File: src/vrr_pkg.sv
// Shared types, constants and helpers of the voxel ray remover.
`default_nettype none
package vrr_pkg;

  localparam int FRAC_BITS  = 16;
  localparam int GRID_CELLS = 32;
  localparam int CW         = 5;              // cell coordinate bits
  localparam int SW         = 6;              // size register bits
  localparam int OW         = 26;             // origin bits
  localparam int DW         = 18;             // direction bits
  localparam int TW         = 38;             // ray parameter and position bits
  localparam int NW         = TW + 1;         // divider numerator bits
  localparam int QB         = 37;             // quotient bits worked out per divide
  localparam int MEM_AW     = 3 * CW;
  localparam int IDW        = 8;              // voxel id bits
  localparam int CIW        = 2;              // config index bits

  localparam logic signed [TW-1:0] T_SAT = 38'sh10_0000_0000;
  localparam logic signed [TW-1:0] T_INF = 38'sh10_0000_0001;
  localparam int T_EPS_I = ((1 << FRAC_BITS) + 500) / 1000;
  localparam logic signed [TW-1:0] T_EPS = TW'(T_EPS_I);

  // Config register indexes
  localparam logic [CIW-1:0] CFG_SIZE_X = 2'd0;
  localparam logic [CIW-1:0] CFG_SIZE_Y = 2'd1;
  localparam logic [CIW-1:0] CFG_SIZE_Z = 2'd2;

  // Item function codes
  localparam logic FUNC_WRITE = 1'b0;
  localparam logic FUNC_CAST  = 1'b1;

  typedef enum logic [3:0] {
    S_CLEAR, S_IDLE, S_SLAB0, S_W0, S_SLAB1, S_W1,
    S_MUL, S_CELL, S_CHECK, S_TEST, S_W2, S_RESULT
  } vrr_state_t;

  typedef struct packed {
    logic                 start;
    logic signed [NW-1:0] num;
    logic signed [DW-1:0] den;
  } div_req_t;

  // Saturate a wide signed value to +-T_SAT
  function automatic logic signed [TW-1:0] sat_t(input logic signed [TW+2:0] v);
    logic signed [TW+2:0] lim;
    lim = {3'b000, T_SAT};
    if (v > lim) return T_SAT;
    else if (v < -lim) return -T_SAT;
    else return v[TW-1:0];
  endfunction

endpackage
`default_nettype wire

File: src/vrr_div.sv
// Radix-2 restoring divider giving a saturated, truncated ray distance.
`default_nettype none
module vrr_div import vrr_pkg::*; (
  input  logic                 clk,
  input  logic                 rst_n,
  input  div_req_t             req,
  output logic                 busy,
  output logic signed [TW-1:0] quo
);

  localparam int CNTW = $clog2(QB + 1);
  localparam int LOB  = QB - FRAC_BITS;   // numerator bits below the first partial remainder

  logic            busy_r;
  logic [CNTW-1:0] cnt_r;
  logic [DW-1:0]   rem_r;
  logic [DW-1:0]   den_r;
  logic [QB-1:0]   sh_r;
  logic            neg_r;
  logic            ovf_r;

  logic [NW-1:0]   num_abs;
  logic [DW-1:0]   den_abs;
  logic [NW-LOB-2:0] num_top;
  logic [DW+1:0]   diff;
  logic            ge;
  logic [TW-1:0]   mag;

  // Magnitudes of the operands
  always_comb begin
    num_abs = req.num[NW-1] ? NW'(-req.num) : NW'(req.num);
    den_abs = req.den[DW-1] ? DW'(-req.den) : DW'(req.den);
    num_top = num_abs[NW-2:LOB];
  end

  // One quotient bit per cycle
  assign diff = {1'b0, rem_r, sh_r[QB-1]} - {2'b00, den_r};
  assign ge   = !diff[DW+1];

  always_ff @(posedge clk) begin
    if (!rst_n) begin
      busy_r <= 1'b0;
      cnt_r  <= '0;
    end else if (req.start) begin
      busy_r <= 1'b1;
      cnt_r  <= CNTW'(QB);
    end else if (busy_r) begin
      cnt_r  <= cnt_r - 1'b1;
      busy_r <= (cnt_r != CNTW'(1));
    end
  end

  always_ff @(posedge clk) begin
    if (req.start) begin
      rem_r <= DW'(num_top);
      den_r <= den_abs;
      sh_r  <= {num_abs[LOB-1:0], {FRAC_BITS{1'b0}}};
      neg_r <= req.num[NW-1] ^ req.den[DW-1];
      ovf_r <= ({{(DW-(NW-LOB-1)){1'b0}}, num_top} >= den_abs);
    end else if (busy_r) begin
      rem_r <= ge ? diff[DW-1:0] : {rem_r[DW-2:0], sh_r[QB-1]};
      sh_r  <= {sh_r[QB-2:0], ge};
    end
  end

  // Saturate and apply sign
  always_comb begin
    if (ovf_r || ({1'b0, sh_r} > TW'(T_SAT))) mag = TW'(T_SAT);
    else mag = {1'b0, sh_r};
    quo = neg_r ? -$signed(mag) : $signed(mag);
  end

  assign busy = busy_r;

endmodule
`default_nettype wire

File: config.mk
export PLATFORM = sky130hd
export DESIGN_NAME = vrr_div
export DESIGN_NICKNAME = d
export VERILOG_FILES = /design/src/vrr_pkg.sv /design/src/vrr_div.sv
export SDC_FILE = /design/constraint.sdc
export NUM_CORES = 1
export LEC_CHECK = 0
export BUFFER_PORTS_ARGS = -buffer_cell sky130_fd_sc_hd__buf_2
export CAP_MARGIN = 40
export CORE_MARGIN = 3
export CORE_UTILIZATION = 63
export DETAILED_ROUTE_END_ITERATION = 12
export GPL_TIMING_DRIVEN = 1
export PLACE_DENSITY = 0.87
export SYNTH_ARGS = -nofsm -noshare
export SYNTH_HDL_FRONTEND = slang
export SYNTH_SLANG_ARGS = --single-unit
export TNS_END_PERCENT = 1
File: constraint.sdc
create_clock -name clk -period 6.15 [get_ports clk]
set_input_delay 0.615 -clock clk [delete_from_list [all_inputs] [get_ports clk]]
set_output_delay 0.615 -clock clk [all_outputs]
set_load 0.05 [all_outputs]
# == After elaboration in Yosys (flattened, before gate mapping) ==
# Cells that the tools add are included.
# word_totals
ff_bits,82
latch_bits,0
ram_bits,0
rom_bits,0
mem_count,0
# op_classes
addsub,5
multipliers,0
div,0
magnitude_cmp,2
eq_ne,1
shift,0
mux,13
bitwise,2
n_reduce_logical,4
# op_table
operator,n
$mux W37,3
$mux W38,2
$neg A38 Y38,2
$gt A37 B37 Y1 const B,1
$mux W18,2
$mux W17,2
$sub A19 B18 Y20,1
$ge A17 B18 Y1,1
$neg A18 Y18,1
$mux W6,2
$ne A6 B1 Y1 const B,1
$sub A6 B1 Y6 const B,1
$mux W1,2
$reduce_bool A2 Y1,1
$reduce_or A2 Y1,1
$logic_not A1 Y1,1
$logic_or A1 B1 Y1,1
$not A1 Y1,1
$xor A1 B1 Y1,1

# == Depth between registers and ports, before layout ==
# Gate-level depths: netlist (run 1).
# depth
ltp_word,5
mapped_depth,16

# == Worst setup path after synthesis (run 1) ==
# No wires, ideal clock.
# synth_path
kind,reg2out
startpoint,reg sh_r[6]
endpoint,out quo[28]
arrival_ns,4.538
required_ns,5.535
slack_ns,0.997
path_stages_with_launch,15
cell_sequence,dfxtp_1 -> buf_6 -> or4_1 -> buf_2 -> or4b_4 -> o41a_1 -> nor2_2 -> buf_2 -> nand2_1 -> ha_1 -> clkbuf_1 -> nor2b_1 -> clkbuf_1 -> nor2_1 -> a311oi_1
# synth_between
elab_chain_len,5
# synth_lines
item,line,source
"start, declared",vrr_div.sv:18,logic [QB-1:0] sh_r;
"start signal, assigned",vrr_div.sv:57,"sh_r <= {num_abs[LOB-1:0], {FRAC_BITS{1'b0}}};"
"start signal, assigned",vrr_div.sv:62,"sh_r <= {sh_r[QB-2:0], ge};"
$gt A37 B37 Y1,vrr_div.sv:68,"if (ovf_r || ({1'b0, sh_r} > TW'(T_SAT))) mag = TW'(T_SAT);"
$logic_or A1 B1 Y1,vrr_div.sv:68,
$mux W37 (*),vrr_div.sv:68,
$neg A38 Y38,vrr_div.sv:70,quo = neg_r ? -$signed(mag) : $signed(mag);
$mux W38 (*),vrr_div.sv:70,
"end, declared",vrr_div.sv:8,output logic signed [TW-1:0] quo
# Mark *: on every way between the ends. The rest lies on a longest branch, timed or not.

# == Worst setup path after layout (run 1) ==
# layout_path
startpoint,reg sh_r[6]
endpoint,out quo[16]
# The elaborated chain is that of the path after synthesis.

==> metrics.md, run 1 <==
| Metric | Value |
|---|---|
| Fin crit period | 4.957 ns |
| Power Dens Cells | 285.9 nW/um^2 |
| DP HPWL | 13,380 um |
| Fillers | 811 |
| Placed cell count | 1,004 |
| RSZ-0062 raised after global routing | false |
| Met3 Track Usage GR | 0.05125 |
| Bufs and invs on worst path | 1 |
| Maximum VDD drop | 0.0001359 V |
| Peak-usage layer in the global routing report | met2 |
| Sink Count | 82 |
| Cell Rows | 37 |
| Initial core utilization | 0.6548 |
| Die W | 110.0 um |
| LEAKAGE | 3.240 nW |
| Diode count | 0 |
| Routability congestion estimate | 0.9462 |
| Post-Syn Area | 6820 um^2 |
| Syn_nets | 903 |
| Fin nets | 981 |
| Worst setup SP type | flop |
| Vias in the first global route | 5,884 |
| GR Layer Usage met1 | 0.4057 |
| DRC viols | 0 |
| Critical Path Source | sh_r[6] |
| Cts bufs inserted | 9 |
| Cells after synthesis | 802 |
| Crit-path max cell delay | 0.66 ns |
| Flop2flop setup slack | 2.44 ns |
| Core area | 10,420 um^2 |
| Final period utilization | 0.8060 |
| Worst setup EP type | output port |
| # Post-CTS Setup Buffers | 0 |
| Outcome | finished, final reports clean |
| Synth top cells by count | nand2_1 (83), nor2_1 (83), edfxtp_1 (58), o21ai_0 (53), inv_1 (46) |
| Detail Route Antenna Nets | 0 |
| Initial antenna violation count | 0 |
| Setup Slack @ Placement | 1.674 ns |
| CTS tree | done |
| Worst setup margin | 1.193 ns |
| Crit-path leading delay family | simple AND/OR/NAND/NOR gates |
| Post-layout util | 0.7272 |
| Mean Syn Cell Area | 8.504 um^2 |
| Clock Latency Late Sink | 0.38 ns |
| Power Total | 2.165 mW |
| Critical Path Fanout Max | 10 |
| Ranking of synthesized cells by area | edfxtp_1 (26%), ha_1 (7.3%), dfxtp_1 (7.0%), xnor2_1 (5.8%), xor2_1 (5.8%) |
| Met2 GRT Util | 0.4753 |
| Final instance area | 7575 um^2 |
| DR iter-0 viols | 567 |
| Normalized max-slew margin | 0.3592 |
| Setup TNS Final | 0 ns |
| Sequential Area | 2223 um^2 |
| Area occupied by multi-input gates | 4268 um^2 |
| CTS clk-pin slew, worst paths | 0.09 ns |
| Die area | 12,110 um^2 |
| Area grow syn2layout | 11.06% |
| Final hold slack | 0.4887 ns |
| Share of cells above drive strength 1 | 0.1593 |
| Setup Crit Path Kind | reg -> out |
| Max Root-Sink Buffers | 2 |
| Critical Path RT | 5.53 ns |
| Total track usage | 0.2989 |
| H-tree Lvls | 3 |
| Reg2Reg Depth | 10 |
| Detailed-route via count | 6,376 |
| Most common cell on crit path | nor2_1 |
| Die height | 110.0 um |
| Non-Filler Instances | 1,021 |
| Sequential share of the synthesized area | 0.3258 |
| Top FF cell, synth | edfxtp_1 |
| Top cell type's share of synthesized area | 0.2554 |
| I/O Buffers | 98 |
| Drt pass-1 iters | 5 |
| Largest net degree at the start of global routing | 79 |
| Slew @ Worst Pin | 0.9488 ns |
| Reg2reg start | sh_r[36] |
| Post-synth EDFFs | 58 |
| CTS root buffer | clkbuf_8 |
| Finish-stage setup viols | 0 |
| Critical Path, Cell by Cell | or4_1, or4b_4, o41a_1, nor2_2, nand2_1, ha_1, nor2b_1, nor2_1, a41o_1, nor2_1, buf_2 |
| Critical path depth | 11 |
| Critical Path Sink | quo[16] |
| I/O Pins | 99 |
| Via-per-instance ratio | 6.245 |
| Max Clock Freq | 201.7 MHz |
| Fin. max-slew vios | 0 |
| Slowest CP cell | or4_1 |
| Post-cts resize count | 0 |
| GRT overflow | 0 |
| Ys async rst share | 0 |
| First-pass GRT wire length | 28,620 um |
| Placed cell areas | 7362 um^2 |
| FF+latch count, synth | 82 |
| Final wirelength | 17,580 um |
| Yosys cell types | 60 |
| Cts hold-fix bufs | 0 |
| Final hold violation count | 0 |
| CP arrival | 4.34 ns |
| YS warnings | 0 |
| Cell taking the most area after synthesis | edfxtp_1 |
| Post-route clock skew | 0.01148 ns |
| R2R Path End | rem_r[15] |
| Hold Crit Class | in -> reg |
| Max cap viols | 0 |
| Avg WL per Cell | 17.22 um |
-- worst reg2reg max path: stages, from the launching register on --
cell and delay [ns]:
edfxtp_1 0.50, inv_1 0.13, ha_1 0.19, nor2b_1 0.07, o21a_1 0.18, o21a_1 0.21
o311ai_0 0.61, a31o_2 0.28, nand2_1 0.50, mux2_2 0.51, mux2_2 0.28
-- report_power, final --
| group | internal, mW | leakage (nW) | total (mW) | switching [mW] |
|---|---|---|---|---|
| clock | 0.189 | 0.0977 | 0.408 | 0.219 |
| combinational | 0.399 | 2.36 | 1.01 | 0.610 |
| sequential | 0.686 | 0.779 | 0.749 | 0.0626 |
| total | 1.27 | 3.24 | 2.17 | 0.891 |
-- worst min path at each step --
stage                        start        to  cells past startpoint
after floorplan           cnt_r[1]  cnt_r[1]                      2
after global placement    cnt_r[1]  cnt_r[1]                      2
after detailed placement  cnt_r[1]  cnt_r[1]                      2
after CTS                   req[0]  den_r[0]                      1
after global routing        req[0]  den_r[0]                      1
final                       req[0]  den_r[0]                      1
-- placed cells by master (no fill, tap or decap), types with 24 or more instances in the layout --
cell       n
o21ai_0   53
mux2i_1   28
a21oi_1   44
ha_1      40
o31ai_1   24
inv_1     46
edfxtp_1  58
buf_2     98
nand2_1   83
xor2_1    45
xnor2_1   45
nor2_1    83
-- cell families (layout without fill, tap and decap cells) --
kind of cell,Yosys count,in the layout,synth area share
simple gates,263,263,0.1811
compound gates,207,207,0.1985
xor+xnor,90,90,0.1156
buf+inv,83,166,0.04843
flops,82,82,0.3258
fa+ha+maj,41,41,0.07632
mux,36,36,0.05430
-- registers in the layout, indices dropped and copies added, names as in the netlist --
| register | cells |
|---|---|
| ovf_r | 1 |
| neg_r | 1 |
| busy | 1 |
| den_r | 18 |
| rem_r | 18 |
| sh_r | 37 |
| cnt_r | 6 |
-- final cells by class --
| type | count | area share |
|---|---|---|
| multi-input combinational | 637 | 0.5634 |
| inverter | 46 | 0.02279 |
| sequential | 82 | 0.2935 |
| timing repair buffer | 104 | 0.07235 |
| clock inverter | 6 | 0.008589 |
| clock buffer | 10 | 0.01685 |
| tap | 136 | 0.02246 |
-- routing by layer --
layer	wire length [um]	share of wire
met4	467	0.027
met2	8232	0.47
met1	7620	0.43
met5	0	0
met3	1262	0.072
Note: power is estimated with default switching activity, not from simulation.
==> inputs of run 2 (changes only) <==
--- a/config.mk
+++ b/config.mk
@@ -8,10 +8,10 @@
 export BUFFER_PORTS_ARGS = -buffer_cell sky130_fd_sc_hd__buf_2
 export CAP_MARGIN = 40
 export CORE_MARGIN = 3
-export CORE_UTILIZATION = 63
+export CORE_UTILIZATION = 53
 export DETAILED_ROUTE_END_ITERATION = 12
 export GPL_TIMING_DRIVEN = 1
-export PLACE_DENSITY = 0.87
+export PLACE_DENSITY = 0.78
 export SYNTH_ARGS = -nofsm -noshare
 export SYNTH_HDL_FRONTEND = slang
 export SYNTH_SLANG_ARGS = --single-unit
==> constraint.sdc (replaced) <==
create_clock -name clk -period 4.2 [get_ports clk]
set_input_delay 0.42 -clock clk [delete_from_list [all_inputs] [get_ports clk]]
set_output_delay 0.42 -clock clk [all_outputs]
set_load 0.05 [all_outputs]
==> run 2 against run 1 <==
Against the previous run: final area increased by 4.9%; critical path depth grew 1; critical endpoint is now quo[20]; largest power group unchanged; hold slack worse by 0.16 ns; highest routed layer unchanged; final cell count up 4.3%; critical path type unchanged; global-route usage fell by 6.0 points.
==> metrics.md, run 2 (synthesis gave the netlist of run 1 again) <==
| Metric | Value |
|---|---|
| Outcome | finished, final reports clean |
| Total track usage | 0.2391 |
| DR iter-0 viols | 596 |
| Die W | 119.4 um |
| Clock share of power | 0.234 |
| Most common cell after layout, fill and taps aside | buf_2 |
| Switching Share | 0.3897 |
| Die area | 14,270 um^2 |
| Power Total | 3.403 mW |
| DP HPWL | 13,050 um |
| Critical Path RT | 3.78 ns |
| Slew @ Worst Pin | 0.7307 ns |
| Fillers | 1,102 |
| Fin crit period | 4.056 ns |
| Sink Count | 82 |
| LEAKAGE | 3.360 nW |
| Avg WL per Cell | 16.14 um |
| Max Clock Freq | 246.6 MHz |
| Area grow syn2layout | 16.46% |
| Initial core utilization | 0.5540 |
| Share of cells above drive strength 1 | 0.1918 |
| Final wirelength | 17,190 um |
| Detailed-route via count | 6,204 |
| Hold Crit Class | in -> reg |
| Routability congestion estimate | 0.8979 |
| Diode count | 0 |
| Normalized max-slew margin | 0.5060 |
| Worst setup SP type | flop |
| Die height | 119.4 um |
| H-tree Lvls | 3 |
| Setup Crit Path Kind | reg -> out |
| Worst setup EP type | output port |
| CTS root buffer | clkbuf_16 |
| Top flop regs | sh_r: 37 flops, den_r: 18 flops, rem_r: 18 flops |
| Number of flip-flops in the largest register | 37 |
| I/O Pins | 99 |
| Maximum VDD drop | 0.0002798 V |
| Final hold slack | 0.3285 ns |
| Combinational Power Share | 0.442 |
| Max cap viols | 0 |
| Initial antenna violation count | 0 |
| Detail Route Antenna Nets | 0 |
| Via-per-instance ratio | 5.825 |
| CTS clk-pin slew, worst paths | 0.06 ns |
| Fin. max-slew vios | 0 |
| Fin nets | 993 |
| Largest net degree at the start of global routing | 59 |
| Worst setup margin | 0.1440 ns |
| Vias in the first global route | 5,730 |
| GRT overflow | 0 |
| Final period utilization | 0.9657 |
| Finish-stage setup viols | 0 |
| CTS tree | done |
| Commonest cells after routing, fill and taps aside | buf_2 (91), nand2_1 (82), nor2_1 (77) |
| DRC viols | 0 |
| Drt pass-1 iters | 5 |
| Critical Path Fanout Max | 10 |
| First-pass GRT wire length | 28,120 um |
| Cts bufs inserted | 9 |
| Max Root-Sink Buffers | 2 |
| RSZ-0062 raised after global routing | false |
| Clock Latency Late Sink | 0.35 ns |
| Area occupied by multi-input gates | 4375 um^2 |
| Cell Rows | 40 |
| P_sw | 1.326 mW |
| Post-route clock skew | 0.006974 ns |
| I/O Buffers | 98 |
| Share of power burned in registers | 0.324 |
| Top reg by flops | sh_r |
| Internal power | 2.077 mW |
| Setup Slack @ Placement | 0.07446 ns |
| CP arrival | 3.64 ns |
| Final hold violation count | 0 |
| Core area | 12,310 um^2 |
| Sequential Area | 2223 um^2 |
| Power Dens Cells | 428.4 nW/um^2 |
run 2: cell count changes in the layout (fill, tap and decap cells not counted), moves of 3 or more:
cell,before,now
nor2_1,83,77
nor2_2,1,4
buf_2,98,91
nor2_4,0,3
inv_4,3,0
clkbuf_8,9,0
buf_4,5,19
clkbuf_4,0,4
clkbuf_16,0,9
run 2: repair_timing:
item | 4_1_cts | 5_1_grt
endpoints found under the setup margin | 8 | 11
resized for setup | 6 | 7
pin swaps | 0 | 1
hold buffers | 0 | 0
buffers inserted | 0 | 0
run 2: routing by layer:
| layer | global-route usage | up-vias | wire length [um] |
|---|---|---|---|
| met5 | 0 | - | 0 |
| met4 | 0.07230 | 0 | 235 |
| met2 | 0.3708 | 236 | 7781 |
| met1 | 0.3437 | 2863 | 8148 |
| li1 | - | 3087 | - |
| met3 | 0.03894 | 18 | 1027 |
run 2: worst paths after layout:
path / startpoint / end / slack, ns / cells after the start
hold / removal: req[0] / den_r[0] / 0.33 / 1
setup / recovery: sh_r[7] / quo[20] / 0.14 / 12
hold reg to reg: cnt_r[1] / cnt_r[1] / 0.50 / 2
setup reg to reg: den_r[1] / rem_r[8] / 0.78 / 11
run 2: through the flow:
step	TNS (ns)	instance area (um^2)	util	std cells
3_3_place_gp	0	7582	0.6159	1048
2_1_floorplan	-0.4231	6912	-	802
4_1_cts	0	7923	0.6435	1065
6_report	0	7943	0.6451	1065
3_5_place_dp	0	7602	0.6175	1049
5_1_grt	0	7943	0.6451	1065
run 2: final cells by class:
type,instances,share of cell area
Clock inverter,7,0.009609
Multi-Input combinational cell,637,0.5509
Sequential cell,82,0.2799
Clock buffer,9,0.02836
Tap cell,168,0.02647
Timing Repair Buffer,116,0.08302
Inverter,46,0.02174
run 2: power by group through the flow:
stage | combinational (mW) | sequential [mW] | clock (mW)
floorplan | 1.16 | 1.08 | 0
detailed placement | 1.48 | 1.11 | 0
global route | 1.66 | 1.11 | 0.836
CTS | 1.49 | 1.10 | 0.810
global placement | 1.45 | 1.11 | 0
finish | 1.50 | 1.10 | 0.797
run 2: worst max-delay path, cell delays in order, from the launching register on:
cell and delay, ns:
dfxtp_1 0.38, or4_4 0.58, or4b_4 0.52, o41a_1 0.44, nor2_2 0.11, nand2_1 0.08, ha_2 0.26, o41ai_1 0.12
o22ai_2 0.19, nand3b_1 0.15, a41o_1 0.23, nor2_4 0.04, buf_4 0.19
